--- src/hw/rtl/sgm_queue.sv ---
// ----------------------------------------------------------------------------
// sgm_queue: small register FIFO between front and back end
// Holds classified requests so that either side can stall on its own.
// ----------------------------------------------------------------------------
module sgm_queue #(
   parameter int DATA_W = 8,
   parameter int DEPTH  = 4
) (
   input  logic              clock,
   input  logic              reset,
   input  logic              push,
   input  logic [DATA_W-1:0] push_data,
   output logic              full,
   input  logic              pop,
   output logic              not_empty,
   output logic [DATA_W-1:0] head_data
);
   localparam int PTR_W = (DEPTH > 1) ? $clog2(DEPTH) : 1;
   localparam int CNT_W = $clog2(DEPTH + 1);

   logic [DATA_W-1:0] entry_ff [DEPTH];
   logic [PTR_W-1:0]  wr_ptr_ff, wr_ptr_in;
   logic [PTR_W-1:0]  rd_ptr_ff, rd_ptr_in;
   logic [CNT_W-1:0]  count_ff, count_in;
   logic              do_push, do_pop;

   assign full      = (count_ff == CNT_W'(DEPTH));
   assign not_empty = (count_ff != '0);
   assign head_data = entry_ff[rd_ptr_ff];
   assign do_push   = push && !full;
   assign do_pop    = pop && not_empty;

   // Advance pointers with wrap at the queue depth
   always_comb begin
      wr_ptr_in = wr_ptr_ff;
      rd_ptr_in = rd_ptr_ff;
      count_in  = count_ff;
      if (do_push) begin
         wr_ptr_in = (wr_ptr_ff == PTR_W'(DEPTH - 1)) ? '0 : wr_ptr_ff + PTR_W'(1);
      end
      if (do_pop) begin
         rd_ptr_in = (rd_ptr_ff == PTR_W'(DEPTH - 1)) ? '0 : rd_ptr_ff + PTR_W'(1);
      end
      if (do_push && !do_pop) begin
         count_in = count_ff + CNT_W'(1);
      end else if (do_pop && !do_push) begin
         count_in = count_ff - CNT_W'(1);
      end
   end

   always_ff @(posedge clock) begin
      if (reset) begin
         wr_ptr_ff <= '0;
         rd_ptr_ff <= '0;
         count_ff  <= '0;
      end else begin
         wr_ptr_ff <= wr_ptr_in;
         rd_ptr_ff <= rd_ptr_in;
         count_ff  <= count_in;
      end
   end

   // Store the pushed request
   always_ff @(posedge clock) begin
      if (do_push) begin
         entry_ff[wr_ptr_ff] <= push_data;
      end
   end

endmodule

--- config.mk ---
export PLATFORM = sky130hd
export DESIGN_NAME = sgm_queue
export DESIGN_NICKNAME = d
export VERILOG_FILES = /design/src/hw/rtl/sgm_queue.sv
export SDC_FILE = /design/constraint.sdc
export NUM_CORES = 1
export LEC_CHECK = 0
export ABC_AREA = 1
export BUFFER_PORTS_ARGS = -buffer_cell sky130_fd_sc_hd__buf_2
export CORE_MARGIN = 4
export CORE_UTILIZATION = 56
export CTS_CLUSTER_SIZE = 24
export DETAILED_ROUTE_END_ITERATION = 10
export PLACE_DENSITY_LB_ADDON = 0.15
export RECOVER_POWER = 50
export SLEW_MARGIN = 20
export SYNTH_ARGS = -nofsm -noshare
export SYNTH_HDL_FRONTEND = slang
export SYNTH_SLANG_ARGS = --single-unit
export TNS_END_PERCENT = 20
--- constraint.sdc ---
create_clock -name clock -period 1.9 [get_ports clock]
set_input_delay 0.19 -clock clock [delete_from_list [all_inputs] [get_ports clock]]
set_output_delay 0.19 -clock clock [all_outputs]
set_load 0.03 [all_outputs]
==> qor.tcl <==
set qor(status) {completed}
set qor(grt_util_met1_pct) 16.3
set qor(timing.max_slew.rel_slack_pct) 67.1
set qor(synth_cell_types) 20
set qor(synthesis.instances) 146
set qor(timing.critical_path.from) {count_ff[1]$_SDFFE_PP0P_}
set qor(critPathRequiredTime_ns) 2.16
set qor(crit_path_end) {count_ff[1]$_SDFFE_PP0P_}
set qor(drt-total-wl_um) 3060
set qor(worst_r2r_startpoint) {count_ff[1]$_SDFFE_PP0P_}
set qor(net_count_reported_at_finish) 198
set qor(worst_r2r_endpoint) {count_ff[1]$_SDFFE_PP0P_}
set qor(place_congestion) 0.709
set qor(clkSinkCount) 41
set qor(placement.cell_area_um2) 1860
set qor(numCtsBuffers) 5
set qor(met3_usage_pct) 6.75
set qor(grt_antenna_before_repair) 0
set qor(peakVddDrop_uv) 1110
set qor(setup_violations) 0
set qor(tritoncts) {built}
set qor(cp_data_arrival_time_ns) 2.09
set qor(portBuffers) 21
set qor(slew_violations) 0
set qor(die_x_um) 63.1
set qor(vias_per_cell) 5.30
set qor(seq_area_frac_synth_pct) 67.1
set qor(clock_skew_ns) 0.0168
set qor(clock_tree_buffer_depth) 2
set qor(worstSetupStartpointType) {flip-flop}
set qor(design.die.area_um2) 3980
set qor(routed-via-count) 1119
set qor(finalWorstPathRequiredPeriod_ns) 1.84
set qor(grt_remaining_overflow) 0
set qor(antennaDiodeCount) 0
set qor(timing.reg2reg.setup_slack_ns) 0.06
set qor(p_leak_nw) 0.781
set qor(actual_slew_at_the_worst_max_slew_pin_ns) 0.493
set qor(mostFrequentLayoutCells) {nor2_1, edfxtp_1, inv_1, o21ai_0, buf_2}
set qor(worst_setup_hold_path_clk_slew_ns) 0.13
set qor(placeableCoreArea_um2) 2830
set qor(insertion_delay_ns) 0.35
set qor(r2r_cells) 9
set qor(drive_above_1_share_pct) 21.7
set qor(drt-wirelength-per-cell_um) 14.5
set qor(maxCapViolations) 0
set qor(syn_to_final_growth_pct) 15.6
set qor(synthesis.area_per_instance_um2) 11.6
set qor(die_height_um) 63.1
set qor(globalRoute.busiestLayer) {met2}
set qor(fmaxAchievable_mhz) 545
set qor(layout.area.seq_um2) 1150
set qor(largest_fanout_on_the_critical_path) 7
set qor(nFillCells) 205
set qor(powerDensity_nw_per_um2) 1430
set qor(totalPowerFinal_mw) 2.81
set qor(stdcell_area_um2) 1970
set qor(ys_ff_latch) 41
set qor(crit_path_end_kind) {flip-flop}
set qor(globalRouteTotalUtil_pct) 16.5
set qor(total_nets_after_synthesis) 165
set qor(synthesized_cell_area_um2) 1700
set qor(detailed_place_hpwl_um) 2170
set qor(grt_first_pass_wirelength_um) 5000
set qor(cts.root.buffer_cell) {clkbuf_4}
set qor(start_util_pct) 60.1
set qor(maximum_number_of_pins_on_one_net_before_global_route_repair) 17
set qor(min_path_cells) 1
set qor(finalHoldViolations) 0
set qor(setup.worst_path.class) {reg2reg}
set qor(first_global_vias) 1135
set qor(number_of_routed_nets_with_antenna_violations) 0
set qor(hp-class) {in2reg}
set qor(core.rowCount) 19
set qor(ioPinCount) 22
set qor(drcViolationCount) 0
set qor(multi_input_area_um2) 488
set qor(layout_worst_path_cycle_share_pct) 96.6
set qor(htree_levels) 2
set qor(yosysWarnings) 0
set qor(tns_ns) 0
set qor(gr-usage-met2_pct) 31.9
set qor(initial_detailed_routing_violation_count) 44
set qor(number_of_detailed_route_iterations_in_the_first_pass) 4
==> state kept, by name, indices dropped and copies added (netlist names), named ones only <==
signal     count
entry_ff      32
count_ff       3
wr_ptr_ff      2
rd_ptr_ff      2
==> how the worst min path moves through the flow <==
stage	start	endpoint	slack, ns
6_report	push_data[7]	entry_ff[2][7]$_DFFE_PP_	0.1
3_3_place_gp	reset	count_ff[0]$_SDFFE_PP0P_	0.36
4_1_cts	push_data[4]	entry_ff[1][4]$_DFFE_PP_	0.04
3_5_place_dp	reset	count_ff[0]$_SDFFE_PP0P_	0.37
2_1_floorplan	reset	count_ff[0]$_SDFFE_PP0P_	0.26
5_1_grt	push_data[4]	entry_ff[1][4]$_DFFE_PP_	0.08
==> routing by layer <==
layer,vias to the layer above,wire length [µm]
li1,566,-
met1,526,1200
met2,23,1650
met3,4,177
met4,0,27
met5,-,0
==> stage by stage <==
stage | cells | util (%) | hold slack (ns) | setup WS, ns
after floorplan | 146 | - | 0.262 | 0.158
after global placement | 201 | 65.7 | 0.365 | 0.153
after detailed placement | 201 | 65.7 | 0.366 | 0.0516
after CTS | 210 | 68.9 | 0.0436 | 0.0295
after global routing | 211 | 69.5 | 0.0780 | -0.00226
final | 211 | 69.5 | 0.0968 | 0.0637
==> power breakdown <==
part           switching (mW)  internal, mW  leakage, nW
logic                   0.721         0.352        0.372
registers               0.104          1.12        0.369
clock network           0.285         0.226       0.0396
==> worst max-delay path, cell delays in order, from the launching register on <==
cell and delay (ns):
dfxtp_4 0.39, nor2_4 0.13, nand2_2 0.10, nand2_4 0.10, inv_1 0.05, ha_1 0.21
inv_1 0.10, fa_2 0.43, o21ai_0 0.18, nor2_1 0.06
==> area by class of cell <==
type / count / share of cell area [%]
clock buffers: 6 / 3.18
clock inverters: 2 / 0.827
inverters: 17 / 3.25
multi-input cells: 86 / 24.8
flip-flops and latches: 41 / 58.5
well taps: 31 / 1.97
repair buffers: 28 / 7.45
==> synth_stat cells, drive strengths merged <==
| library cell | number | area (µm²) |
|---|---|---|
| nand2 | 14 | 60.1 |
| nor2 | 33 | 126 |
| edfxtp | 32 | 961 |
| nand3b | 2 | 15.0 |
| o21ai | 17 | 96.3 |
| ha | 6 | 75.1 |
| inv | 17 | 63.8 |
| fa | 1 | 20.0 |
| nand3 | 1 | 5.00 |
| dfxtp | 9 | 180 |
| o22ai | 8 | 50.1 |
| buf | 2 | 22.5 |
| xor2 | 1 | 8.76 |
| a21oi | 2 | 10.0 |
| nand4 | 1 | 6.26 |
==> logic make-up after synthesis <==
group,synth area share (%)
buf+inv,5.08
simple gates,12.5
xor+xnor,0.515
flops,67.1
compound gates,9.20
fa+ha+maj,5.59
==> timing repair <==
item / 4_1_cts / 5_1_grt
buffers inserted: 0 / 1
endpoints found under the hold margin: 1 / 0
resized for setup: 0 / 9
endpoints found under the setup margin: 0 / 6
hold buffers: 1 / 0
Power figures use the tool's default switching activity.
