File: config.mk
export PLATFORM = sky130hd
export DESIGN_NAME = sgm_front
export DESIGN_NICKNAME = d
export VERILOG_FILES = /design/src/hw/rtl/sgm_pkg.sv /design/src/hw/rtl/sgm_front.sv
export SDC_FILE = /design/constraint.sdc
export NUM_CORES = 1
export LEC_CHECK = 0
export ABC_AREA = 1
export CORE_AREA = 8 8 87 89
export DETAILED_ROUTE_END_ITERATION = 16
export DIE_AREA = 0 0 95 97
export DONT_BUFFER_PORTS = 1
export PLACE_DENSITY = 0.77
export SLEW_MARGIN = 30
export SYNTH_ARGS = -nofsm -noshare
export SYNTH_HDL_FRONTEND = slang
export SYNTH_SLANG_ARGS = --single-unit
export TNS_END_PERCENT = 5
File: constraint.sdc
create_clock -name clock -period 2.46 [get_ports clock]
set_clock_uncertainty 0.1 [all_clocks]
set_input_delay 0.246 -clock clock [delete_from_list [all_inputs] [get_ports clock]]
set_output_delay 0.246 -clock clock [all_outputs]
set_load 0.02 [all_outputs]
File: src/hw/rtl/sgm_pkg.sv
// ----------------------------------------------------------------------------
// sgm_pkg: shared types and constants of the Sobel gradient magnitude block
// Register indexes, field widths, reset values and the per-request flag group
// that travels from the front end through the queue to the back end.
// ----------------------------------------------------------------------------
package sgm_pkg;

   // Default dimension limits of the line stores and row counter
   localparam int SGM_MAX_WIDTH  = 2048;
   localparam int SGM_MAX_HEIGHT = 4096;

   // Field and register widths
   localparam int SGM_PIXEL_W      = 8;
   localparam int SGM_WIDTH_REG_W  = 12;
   localparam int SGM_HEIGHT_REG_W = 13;
   localparam int SGM_CSR_DATA_W   = 13;
   localparam int SGM_CSR_ADDR_W   = 1;

   // Register reset values
   localparam int SGM_RESET_WIDTH  = 640;
   localparam int SGM_RESET_HEIGHT = 480;

   // Depth of the queue between front and back end
   localparam int SGM_QUEUE_DEPTH = 4;

   // Register indexes
   localparam logic [SGM_CSR_ADDR_W-1:0] SGM_REG_IMAGE_WIDTH  = 1'd0;
   localparam logic [SGM_CSR_ADDR_W-1:0] SGM_REG_IMAGE_HEIGHT = 1'd1;

   // Classification of one request
   typedef struct packed {
      logic emit;       // centre pixel is interior: a result follows
      logic frame_end;  // result belongs to the last interior pixel
   } sgm_flags_type;

endpackage

File: src/hw/rtl/sgm_front.sv
// ----------------------------------------------------------------------------
// sgm_front: request intake and classification
// Holds the dimension registers and the column and row counters, tags each
// request with its column and with whether it produces a result.
// ----------------------------------------------------------------------------
module sgm_front #(
   parameter int MAX_WIDTH  = 2048,
   parameter int MAX_HEIGHT = 4096,
   parameter int COL_W      = $clog2(MAX_WIDTH),
   parameter int ROW_W      = $clog2(MAX_HEIGHT)
) (
   input  logic                               clock,
   input  logic                               reset,
   input  logic                               csr_we,
   input  logic [sgm_pkg::SGM_CSR_ADDR_W-1:0] csr_addr,
   input  logic [sgm_pkg::SGM_CSR_DATA_W-1:0] csr_wdata,
   input  logic                               req_accept,
   input  logic                               frame_start,
   output logic [COL_W-1:0]                   col,
   output sgm_pkg::sgm_flags_type             flags
);
   import sgm_pkg::*;

   // Saturate a dimension to [3, hi]
   function automatic int unsigned clamp_dim(int unsigned v, int unsigned hi);
      int unsigned r;
      r = v;
      if (v < 3) begin
         r = 3;
      end else if (v > hi) begin
         r = hi;
      end
      return r;
   endfunction

   localparam logic [COL_W-1:0] RESET_W_LAST =
      COL_W'(clamp_dim(SGM_RESET_WIDTH, MAX_WIDTH) - 1);
   localparam logic [ROW_W-1:0] RESET_H_LAST =
      ROW_W'(clamp_dim(SGM_RESET_HEIGHT, MAX_HEIGHT) - 1);

   logic [COL_W-1:0] w_last_ff, w_last_in;
   logic [ROW_W-1:0] h_last_ff, h_last_in;
   logic [COL_W-1:0] col_ff, col_in;
   logic [ROW_W-1:0] row_ff, row_in;
   logic [ROW_W-1:0] row;
   logic             last_col, last_row;

   // Keep the last column and last row index, saturated on write
   always_comb begin
      w_last_in = w_last_ff;
      h_last_in = h_last_ff;
      if (csr_we) begin
         unique case (csr_addr)
            SGM_REG_IMAGE_WIDTH: begin
               w_last_in = COL_W'(clamp_dim(32'(csr_wdata[SGM_WIDTH_REG_W-1:0]),
                                            MAX_WIDTH) - 1);
            end
            SGM_REG_IMAGE_HEIGHT: begin
               h_last_in = ROW_W'(clamp_dim(32'(csr_wdata[SGM_HEIGHT_REG_W-1:0]),
                                            MAX_HEIGHT) - 1);
            end
            default: begin
            end
         endcase
      end
   end

   // Classify the position of the incoming pixel
   assign col      = frame_start ? '0 : col_ff;
   assign row      = frame_start ? '0 : row_ff;
   assign last_col = (col >= w_last_ff);
   assign last_row = (row >= h_last_ff);

   assign flags.emit      = (row >= ROW_W'(2)) && (col >= COL_W'(2));
   assign flags.frame_end = last_col && last_row;

   // Step the raster counters, wrapping at row and frame end
   always_comb begin
      col_in = col_ff;
      row_in = row_ff;
      if (req_accept) begin
         if (last_col) begin
            col_in = '0;
            row_in = last_row ? '0 : row + ROW_W'(1);
         end else begin
            col_in = col + COL_W'(1);
            row_in = row;
         end
      end
   end

   always_ff @(posedge clock) begin
      if (reset) begin
         w_last_ff <= RESET_W_LAST;
         h_last_ff <= RESET_H_LAST;
         col_ff    <= '0;
         row_ff    <= '0;
      end else begin
         w_last_ff <= w_last_in;
         h_last_ff <= h_last_in;
         col_ff    <= col_in;
         row_ff    <= row_in;
      end
   end

endmodule

==> implementation parameters, run 1 <==
Parameter                              Value

Status
  Outcome    complete, no violations

Power
  Power density over the cells    363 mW/mm^2
  Internal Pwr Total    1.06 mW
  Clk network pwr share    31.7%
  Sw frac    30.3%
  Worst IR drop on VDD    269 uV
  Part of the power in combinational logic    16.8%
  Static power due to leakage    2.11 nW
  Switching component of the power    0.461 mW
  Sequential share of power    51.5%

Floorplanning
  DIE AREA    0.00922 sq mm
  Standard-cell rows    29
  Core Area    0.00620 sq mm
  Vertical extent of the die    97 microns
  Initial cell density of the core    63.2%
  Die span in x    95 microns
  I/O pin cnt    32

Global route
  Wire length of the first global-routing pass    16.5 mm
  Global-route usage over all layers    21.5%
  Initial antenna violation count    0
  Number of global-route vias before repair    3616
  Global route overflow    0
  Maximum number of pins on one net before global-route repair    45

Drt
  Drt pass-1 iters    5
  Via density per instance    5.41
  Total via count after detailed routing    3918
  Number of DRC violations after detailed routing    0
  Routed Antenna Nets    0
  Routed wire length    9.66 mm
  Routed WL per cell    13.3 microns
  Violation count after the first detailed-route iteration    218

STA
  Final Hold Fails    0
  Final cycle utilization of the critical path    95.2%
  Achievable Freq    427 MHz
  Max-Slew Margin vs Limit    70.3%
  RSZ-0062 raised after global routing    true
  Transition time of the tightest slew-check pin    0.445 ns
  Final setup violation count    0
  Final setup TNS    0 ns
  Final max-slew violation count    0
  Worst hold slack    0.00851 ns
  Crit path time final    2.34 ns

CTS
  Clock tree from TritonCTS    built
  Maximum clock path buffer count    2
  Number of buffers inserted to repair setup after CTS    0
  Clk Tree Root Cell    sky130_fd_sc_hd__clkbuf_8
  Clock sink count    46
  CTS H-tree lvls    2
  TritonCTS Buffers    5
  Clock edge transition at the registers on the reported setup and hold paths    0.11 ns
  Clock latency on the worst-skew pair    0.32 ns

Synth
  Syn_area_per_cell    6.16 sq um
  Number of instances in the synthesized netlist    637
  Synthesized net count    685
  Post-synthesis async set-or-reset flop share    0%
  Yosys warnings    0
  Most used flip-flop cell after synthesis    sky130_fd_sc_hd__dfxtp_1
  Synthesized flop and latch total    46
  Number of distinct library cells after synthesis    37
  Post-Synthesis Cell Area    0.00392 sq mm
  EDFF count, synth    0
  Register area share after synthesis    23.5%

Cells and area
  Fraction of layout instances using a drive strength above 1    13.4%
  Number of diodes added for antenna fixing    0
  Most frequent cells in the layout    177 x sky130_fd_sc_hd__nand2_1, 99 x sky130_fd_sc_hd__inv_1, 55 x sky130_fd_sc_hd__a21oi_1, 52 x sky130_fd_sc_hd__nor2_1, 46 x sky130_fd_sc_hd__dfxtp_1
  Layout Nets    694
  Number of inserted filler cells in the final layout    571
  Most common library cell in the layout ignoring fill and taps    sky130_fd_sc_hd__nand2_1
  Layout overhead on the synthesized area    6.92%

Worst setup path
  Type of element capturing the critical path    primary output
  Largest fanout on the critical path    5
  Worst path cell trace    inv_1, nor2_4, inv_1, ha_1, nand2_1, nor2_1, nand2_1, nor2_1, nor2_1, nand3_2, nand2_2, inv_4
  Crit Path Category    reg -> out
  Count of cells along the worst register-to-register path    16
  CP delay by family, top    simple AND/OR/NAND/NOR gates
  Signal arrival time at the worst endpoint    2.00 ns
  Count of cell instances traversed by the critical path    12
  Largest stage delay on the critical path    0.35 ns
  Slowest cell on the critical path    sky130_fd_sc_hd__dfxtp_1
  Req. time, crit path    2.11 ns
  Dominant cell type by count on the critical path    sky130_fd_sc_hd__nor2_1
  Crit start category    register
  Count of buffer and inverter cells on the critical path    3

Place
  Number of I/O port buffers    0
  Final Wtd Congestion    0.854
  HPWL Detailed    7.38 mm

Worst hold path
  Depth of the worst hold-timing path    2
  Worst min-delay path category    in -> reg

Flow run
  Max-cap viol count    0
[worst register-to-register path, stage by stage, from the launching register on]
cell and delay, ns:
sky130_fd_sc_hd__dfxtp_1 0.35, sky130_fd_sc_hd__inv_1 0.06, sky130_fd_sc_hd__nor2_4 0.19, sky130_fd_sc_hd__inv_1 0.11, sky130_fd_sc_hd__ha_1 0.29, sky130_fd_sc_hd__nand2_1 0.06, sky130_fd_sc_hd__nor2_1 0.04, sky130_fd_sc_hd__nand2_1 0.05
sky130_fd_sc_hd__nor2_1 0.03, sky130_fd_sc_hd__nor2_1 0.12, sky130_fd_sc_hd__nand3_2 0.12, sky130_fd_sc_hd__nor2_1 0.11, sky130_fd_sc_hd__buf_4 0.19, sky130_fd_sc_hd__inv_1 0.06, sky130_fd_sc_hd__o22ai_1 0.12, sky130_fd_sc_hd__inv_1 0.05
sky130_fd_sc_hd__nor2_1 0.11
[Yosys cell counts, types with 3 or more instances]
cell,n,area [sq um]
sky130_fd_sc_hd__nand3_2,3,30.0
sky130_fd_sc_hd__inv_2,4,15.0
sky130_fd_sc_hd__xor2_1,5,43.8
sky130_fd_sc_hd__xnor2_1,3,26.3
sky130_fd_sc_hd__ha_1,29,363
sky130_fd_sc_hd__clkbuf_1,9,33.8
sky130_fd_sc_hd__nand3_1,39,195
sky130_fd_sc_hd__inv_1,100,375
sky130_fd_sc_hd__buf_2,3,15.0
sky130_fd_sc_hd__nand2_2,14,87.6
sky130_fd_sc_hd__nor3_1,3,15.0
sky130_fd_sc_hd__dfxtp_1,46,921
sky130_fd_sc_hd__nor2_4,9,101
sky130_fd_sc_hd__nor2_2,17,106
sky130_fd_sc_hd__a21oi_1,55,275
sky130_fd_sc_hd__nand3b_1,3,22.5
sky130_fd_sc_hd__o22ai_1,3,18.8
sky130_fd_sc_hd__o21ai_0,17,85.1
sky130_fd_sc_hd__nor2_1,57,214
sky130_fd_sc_hd__o21ai_1,6,30.0
sky130_fd_sc_hd__nand4_1,12,75.1
sky130_fd_sc_hd__nand2_1,178,668
[cell type report]
type	instances	area (sq um)	area share (%)
Clock buffer	5	68.8	1.64
Clock inverter	3	18.8	0.448
Inverter	105	404	9.64
Multi-Input combinational cell	469	2530	60.3
Sequential cell	46	921	22.0
Tap cell	77	96.3	2.30
Timing Repair Buffer	19	158	3.76
[power groups by stage]
| stage | Clock (mW) | Combinational (mW) | Sequential (mW) |
|---|---|---|---|
| 5_1_grt | 0.509 | 0.296 | 0.787 |
| 3_5_place_dp | 0 | 0.235 | 0.802 |
| 3_3_place_gp | 0 | 0.230 | 0.800 |
| 2_1_floorplan | 0 | 0.218 | 0.798 |
| 6_report | 0.483 | 0.256 | 0.784 |
| 4_1_cts | 0.485 | 0.255 | 0.784 |
[final timing paths]
| path | start | end | slack [ns] |
|---|---|---|---|
| worst max-delay path | col_ff[0]$_SDFFE_PP0P_ | flags[0] | 0.12 |
| worst min register to register | h_last_ff[5]$_SDFFE_PP0P_ | h_last_ff[5]$_SDFFE_PP0P_ | 0.37 |
| worst min-delay path | req_accept | row_ff[0]$_SDFFE_PP0P_ | 0.009 |
| worst max register to register | col_ff[0]$_SDFFE_PP0P_ | col_ff[1]$_SDFFE_PP0P_ | 0.23 |
[kinds of logic after synthesis]
family | count (synthesis) | synth area share [%]
buffers and inverters | 122 | 12.5
xor gates and xnor gates | 8 | 1.79
AOI/OAI and AO/OA | 92 | 12.7
adders and majority gates | 29 | 9.25
DFF | 46 | 23.5
and+or+nand+nor | 340 | 40.3
[per-layer routing]
metal,up-vias,wire (microns),GRT usage [%]
li1,2034,-,-
met1,1732,4160,26.8
met2,136,4610,35.5
met3,16,704,3.79
met4,0,182,7.81
met5,-,0,0
[metrics by stage]
stage               std cells  util [%]  power, mW  instance area, sq um  setup WS, ns
global route              724      67.6       1.59                  4190       -0.0183
CTS                       724      67.5       1.52                  4190        0.0740
floorplan                 637         -       1.02                  3930        0.0812
global placement          714      65.5       1.03                  4070         0.287
finish                    724      67.6       1.52                  4190         0.118
detailed placement        714      65.5       1.04                  4070         0.247
[what timing repair did]
item	CTS	global route
hold endpoints to repair	44	0
resized for setup	1	4
pin swaps	0	0
hold buffers	2	0
setup endpoints to repair	1	4
[flip-flops by register name, indices dropped and copies added (netlist names)]
register and flops:
row_ff 12, w_last_ff 11, col_ff 11, h_last_ff 12
No activity file was read; power rests on OpenSTA's default activity.
==> inputs of run 2 (changes only) <==
--- a/config.mk
+++ b/config.mk
@@ -11,6 +11,7 @@
 export DIE_AREA = 0 0 95 97
 export DONT_BUFFER_PORTS = 1
 export PLACE_DENSITY = 0.77
+export SETUP_SLACK_MARGIN = 0.2
 export SLEW_MARGIN = 30
 export SYNTH_ARGS = -nofsm -noshare
 export SYNTH_HDL_FRONTEND = slang
==> run 2 against run 1 <==
  * Power grew 9.7%
  * Non-clock buffer count grew 28
  * Largest cell class unchanged
  * Die area is the same
  * The flow now finishes with violations (hold timing)
==> implementation parameters, run 2 (synthesized netlist as in run 1, its figures left out) <==
Parameter                              Value

STA
  Final max-slew violation count    0
  Worst hold slack    -0.0167 ns
  Transition time of the tightest slew-check pin    0.952 ns
  Crit path time final    2.35 ns
  Max-Slew Margin vs Limit    36.4%
  RSZ-0062 raised after global routing    true
  Final cycle utilization of the critical path    95.4%
  Achievable Freq    426 MHz
  Final setup TNS    0 ns
  Final setup violation count    0
  Final Hold Fails    2

Power
  Static power due to leakage    2.27 nW
  Sw frac    27.8%
  Worst IR drop on VDD    277 uV
  Clk network pwr share    34.4%
  Internal Pwr Total    1.21 mW
  Post-layout power    1.67 mW
  Power density over the cells    357 mW/mm^2
  Sequential share of power    47.0%
  Switching component of the power    0.465 mW
  Part of the power in combinational logic    18.7%

Worst setup path
  Slowest cell on the critical path    sky130_fd_sc_hd__dfxtp_2
  Largest fanout on the critical path    4
  R2R Path Start    col_ff[9]$_SDFFE_PP0P_
  Type of element capturing the critical path    primary output
  Crit start category    register
  Count of cells along the worst register-to-register path    16
  Count of buffer and inverter cells on the critical path    4
  CP delay by family, top    simple AND/OR/NAND/NOR gates
  Signal arrival time at the worst endpoint    2.00 ns
  Dominant cell type by count on the critical path    sky130_fd_sc_hd__inv_2
  Worst reg-to-reg setup slack    0.18 ns
  Largest stage delay on the critical path    0.35 ns
  FF-to-FF End    col_ff[1]$_SDFFE_PP0P_
  Req. time, crit path    2.11 ns
  Crit Path Category    reg -> out
  Worst path cell trace    inv_2, nor2_4, ha_4, nand2_4, inv_2, o21ai_1, nand2_1, nor2_2, nand3_4, buf_12, nand2_8, inv_6

Cells and area
  Number of diodes added for antenna fixing    0
  Fraction of layout instances using a drive strength above 1    18.2%
  Final non-filler cell total    752
  Most frequent cells in the layout    172 x sky130_fd_sc_hd__nand2_1, 93 x sky130_fd_sc_hd__inv_1, 54 x sky130_fd_sc_hd__a21oi_1, 44 x sky130_fd_sc_hd__nor2_1, 41 x sky130_fd_sc_hd__dfxtp_1
  Most common library cell in the layout ignoring fill and taps    sky130_fd_sc_hd__nand2_1
  Register Area    927 sq um
  Util after Layout    75.5%
  Layout Nets    722
  Biggest registers after layout    h_last_ff: 12 flops, row_ff: 12 flops
  Final cell area excluding filler cells    0.00469 sq mm
  Layout overhead on the synthesized area    19.5%
  Number of inserted filler cells in the final layout    496
  Footprint of the multi-input gates    0.00272 sq mm

Floorplanning
  Core Area    0.00620 sq mm
  DIE AREA    0.00922 sq mm
  Vertical extent of the die    97 microns
  Standard-cell rows    29
  Die span in x    95 microns
  I/O pin cnt    32
  Initial cell density of the core    63.2%

Drt
  Total via count after detailed routing    4155
  Routed wire length    10.6 mm
  Number of DRC violations after detailed routing    0
  Violation count after the first detailed-route iteration    252
  Drt pass-1 iters    5
  Routed WL per cell    14.0 microns
  Routed Antenna Nets    0
  Via density per instance    5.53

Global route
  Maximum number of pins on one net before global-route repair    45
  Wire length of the first global-routing pass    17.4 mm
  Global route overflow    0
  Global-route usage over all layers    22.4%
  Number of global-route vias before repair    3805
  Initial antenna violation count    0

Flow run
  Max-cap viol count    0

Worst hold path
  Critical hold path startpoint    req_accept
  Worst min-delay path category    in -> reg
  Hold endpoint    row_ff[6]$_SDFFE_PP0P_
  Depth of the worst hold-timing path    2

Place
  Placed instance area    0.00406 sq mm
  HPWL Detailed    7.27 mm
  Final Wtd Congestion    0.890
  # placed instances    710
  Number of I/O port buffers    0

CTS
  Clk Tree Root Cell    sky130_fd_sc_hd__clkbuf_8
  Clock edge transition at the registers on the reported setup and hold paths    0.09 ns
  CTS H-tree lvls    2
  Maximum clock path buffer count    2
  Clock sink count    46
  TritonCTS Buffers    5
  Clock latency on the worst-skew pair    0.31 ns
  Clock tree from TritonCTS    built

Status
  Outcome    complete, but fails checks
  Violations in the final reports    hold timing
run 2: worst max path at each step:
stage                            from                endpoint  slack, ns  cells past startpoint
2_1_floorplan             frame_start  col_ff[7]$_SDFFE_PP0P_       0.21                     14
4_1_cts        col_ff[9]$_SDFFE_PP0P_  col_ff[1]$_SDFFE_PP0P_       0.18                     16
3_5_place_dp   col_ff[8]$_SDFFE_PP0P_  col_ff[1]$_SDFFE_PP0P_       0.20                     15
6_report       col_ff[9]$_SDFFE_PP0P_                flags[0]       0.11                     12
3_3_place_gp   col_ff[6]$_SDFFE_PP0P_                flags[0]       0.27                     11
5_1_grt        col_ff[9]$_SDFFE_PP0P_                flags[0]       0.03                     12
run 2: cell type report:
class	instances	area share, %
clock buffer	7	1.63
inverter	105	8.68
multi-input combinational	469	58.0
tap	77	2.06
timing repair buffer	47	9.19
sequential	46	19.8
clock inverter	1	0.641
run 2: what timing repair did:
action	CTS	global route
pin swaps	10	20
resized for setup	16	34
buffers inserted	4	7
hold buffers	21	2
endpoints found under the hold margin	44	23
setup endpoints to repair	2	27
run 2: power by group through the flow:
| stage | clock network, mW | registers, mW | logic (mW) |
|---|---|---|---|
| floorplan | 0 | 0.798 | 0.221 |
| global placement | 0 | 0.800 | 0.233 |
| detailed placement | 0 | 0.801 | 0.237 |
| CTS | 0.574 | 0.784 | 0.274 |
| global route | 0.610 | 0.788 | 0.352 |
| finish | 0.574 | 0.785 | 0.312 |
run 2: routing by layer:
metal | vias up | track usage [%] | part of all wire, %
met5 | - | 0 | 0
met4 | 0 | 6.49 | 2.3
met1 | 1887 | 28.8 | 44
met3 | 31 | 3.48 | 6.2
li1 | 2082 | - | -
met2 | 155 | 36.9 | 48
run 2: worst reg2reg max path, cell delays in order (launching register included):
cell and delay, ns:
sky130_fd_sc_hd__dfxtp_2 0.35, sky130_fd_sc_hd__inv_2 0.05, sky130_fd_sc_hd__nor2_4 0.24, sky130_fd_sc_hd__ha_4 0.26
sky130_fd_sc_hd__nand2_4 0.08, sky130_fd_sc_hd__inv_2 0.03, sky130_fd_sc_hd__o21ai_1 0.08, sky130_fd_sc_hd__nand2_1 0.10
sky130_fd_sc_hd__nor2_2 0.13, sky130_fd_sc_hd__nand3_4 0.11, sky130_fd_sc_hd__buf_4 0.15, sky130_fd_sc_hd__nor2_2 0.09
sky130_fd_sc_hd__buf_4 0.15, sky130_fd_sc_hd__inv_1 0.05, sky130_fd_sc_hd__o22ai_1 0.10, sky130_fd_sc_hd__inv_1 0.05
sky130_fd_sc_hd__nor2_1 0.07
run 2: metrics by stage:
stage | hold slack, ns | setup slack (ns)
finish | -0.0167 | 0.114
CTS | -0.110 | 0.182
global route | 0.00249 | 0.0272
global placement | 0.220 | 0.267
floorplan | 0.316 | 0.211
detailed placement | 0.222 | 0.202
==> inputs of run 3 (changes only) <==
--- a/config.mk
+++ b/config.mk
@@ -7,6 +7,7 @@
 export LEC_CHECK = 0
 export ABC_AREA = 1
 export CORE_AREA = 8 8 87 89
+export CTS_CLUSTER_SIZE = 20
 export DETAILED_ROUTE_END_ITERATION = 16
 export DIE_AREA = 0 0 95 97
 export DONT_BUFFER_PORTS = 1
==> constraint.sdc (replaced) <==
create_clock -name clock -period 2.22 [get_ports clock]
set_clock_uncertainty 0.1 [all_clocks]
set_input_delay 0.222 -clock clock [delete_from_list [all_inputs] [get_ports clock]]
set_output_delay 0.222 -clock clock [all_outputs]
set_load 0.02 [all_outputs]
==> run 3 against run 2 <==
  * The run now ends clean
  * Clock power is 11% lower
  * Sequential power is 11% higher
  * Global-route usage is 2.1 points higher
  * Critical endpoint unchanged
  * Largest cell class unchanged
==> implementation parameters, run 3 (synthesized netlist as in run 1, its figures left out) <==
Parameter                              Value

Status
  Outcome    complete, no violations

Flow run
  Max-cap viol count    0

CTS
  CTS H-tree lvls    2
  Clock sink count    46
  Clk Tree Root Cell    sky130_fd_sc_hd__clkbuf_8
  Clock latency on the worst-skew pair    0.31 ns
  Maximum clock path buffer count    2
  Clock edge transition at the registers on the reported setup and hold paths    0.09 ns
  Clock tree from TritonCTS    built
  TritonCTS Buffers    5

Global route
  Maximum number of pins on one net before global-route repair    45
  Number of global-route vias before repair    4048
  Initial antenna violation count    0
  Wire length of the first global-routing pass    18.7 mm
  Global-route usage over all layers    24.4%
  Global route overflow    0

Worst setup path
  Type of element capturing the critical path    primary output
  Req. time, crit path    1.90 ns
  Largest stage delay on the critical path    0.33 ns
  Signal arrival time at the worst endpoint    1.88 ns
  Largest fanout on the critical path    3
  Slowest cell on the critical path    sky130_fd_sc_hd__dfxtp_2
  Crit Path Category    reg -> out
  Dominant cell type by count on the critical path    sky130_fd_sc_hd__nand2_1
  Crit start category    register
  Worst path cell trace    nand2_2, inv_2, ha_4, nand2_4, nor2_4, nand2_1, nor2_1, nand2_1, nand4_1, buf_6, nand2_8, inv_6

Place
  Minimum setup slack after placement    -0.0493 ns
  # placed instances    718
  Number of I/O port buffers    0
  HPWL Detailed    7.57 mm
  Final Wtd Congestion    0.888

STA
  Final setup violation count    0
  Max-Slew Margin vs Limit    62.3%
  Achievable Freq    454 MHz
  RSZ-0062 raised after global routing    true
  Final Hold Fails    0
  Final cycle utilization of the critical path    99.1%
  Transition time of the tightest slew-check pin    0.565 ns
  Crit path time final    2.20 ns
  Crit path setup slack, layout    0.0195 ns
  Final max-slew violation count    0

Cells and area
  Number of diodes added for antenna fixing    0
  Fraction of layout instances using a drive strength above 1    29.6%
  Most common library cell in the layout ignoring fill and taps    sky130_fd_sc_hd__nand2_1
  Number of inserted filler cells in the final layout    439
  Most frequent cells in the layout    165 x sky130_fd_sc_hd__nand2_1, 82 x sky130_fd_sc_hd__inv_1, 52 x sky130_fd_sc_hd__a21oi_1, 47 x sky130_fd_sc_hd__nor2_1, 45 x sky130_fd_sc_hd__buf_4
  Layout overhead on the synthesized area    25.9%
  Final non-filler cell total    757
  Biggest registers after layout    h_last_ff: 12 flops, row_ff: 12 flops
  Layout Nets    728
  Util after Layout    79.6%

Floorplanning
  I/O pin cnt    32
  Die span in x    95 microns
  DIE AREA    0.00922 sq mm
  Standard-cell rows    29
  Core Area    0.00620 sq mm
  Initial cell density of the core    63.2%
  Vertical extent of the die    97 microns

Power
  Worst IR drop on VDD    257 uV
  Static power due to leakage    2.30 nW
  Power density over the cells    350 mW/mm^2

Drt
  Routed WL per cell    16.0 microns
  Routed wire length    12.1 mm
  Violation count after the first detailed-route iteration    274
  Total via count after detailed routing    4360
  Number of DRC violations after detailed routing    0
  Drt pass-1 iters    5
  Routed Antenna Nets    0
  Via density per instance    5.76

Worst hold path
  Worst min-delay path category    in -> reg
-- run 3: cell count changes in the layout (fill, tap and decap cells not counted), sizes merged --
cell	change
clkbuf	-1
inv	+1
buf	+27
bufinv	-1
dlygate4sd3	-22
clkinvlp	+1
-- run 3: area by class of cell --
type                    count  area [sq um]  share of cell area (%)
clock buffers               6          72.6                    1.47
clock inverters             1          7.51                   0.152
inverters                 105           417                    8.44
multi-input cells         469          2960                    59.9
flip-flops and latches     46           946                    19.2
well taps                  77          96.3                    1.95
repair buffers             52           433                    8.77
repair inverters            1          8.76                   0.177
-- run 3: critical path, delay by kind of cell, from the launching register on --
family,cells,cell delay [ns]
adder cells (fa/ha/maj),1,0.29
buffers and inverters,3,0.28
AND/OR/NAND/NOR,8,0.67
flip-flops,1,0.33
-- run 3: path summary, 6_finish.rpt --
kind | from | endpoint | slack (ns) | cells after the start
worst max-delay path | row_ff[11]$_SDFFE_PP0P_ | flags[0] | 0.02 | 12
worst min-delay path | req_accept | col_ff[1]$_SDFFE_PP0P_ | 0.008 | 3
worst max register to register | col_ff[9]$_SDFFE_PP0P_ | row_ff[6]$_SDFFE_PP0P_ | 0.05 | 16
worst min register to register | row_ff[0]$_SDFFE_PP0P_ | row_ff[0]$_SDFFE_PP0P_ | 0.36 | 2
-- run 3: repair_timing --
action / CTS / global route
endpoints found under the hold margin: 44 / 0
resized for setup: 68 / 42
pin swaps: 30 / 28
cloned: 0 / 1
setup endpoints to repair: 23 / 24
buffers inserted: 25 / 4
hold buffers: 2 / 0
-- run 3: power breakdown --
part,internal [mW],switching [mW],leakage (nW)
registers,0.855,0.0151,0.386
clock network,0.217,0.296,0.0373
logic,0.129,0.218,1.88
-- run 3: per-stage QoR --
| step | area [sq um] | hold WS (ns) | power (mW) | TNS [ns] |
|---|---|---|---|---|
| after floorplan | 4010 | 0.292 | 1.14 | 0 |
| after global placement | 4150 | 0.196 | 1.14 | 0 |
| after detailed placement | 4150 | 0.199 | 1.15 | -0.241 |
| after CTS | 4720 | 0.00836 | 1.71 | 0 |
| after global routing | 4940 | 0.0138 | 1.81 | -0.416 |
| final | 4940 | 0.00818 | 1.73 | 0 |
-- run 3: metal layers --
metal | vias to the layer above | global-route usage, % | part of all wire [%]
li1 | 2097 | - | -
met4 | 0 | 7.45 | 2.4
met5 | - | 0 | 0
met1 | 2023 | 30.8 | 40
met3 | 32 | 3.71 | 7.2
met2 | 208 | 41.0 | 50
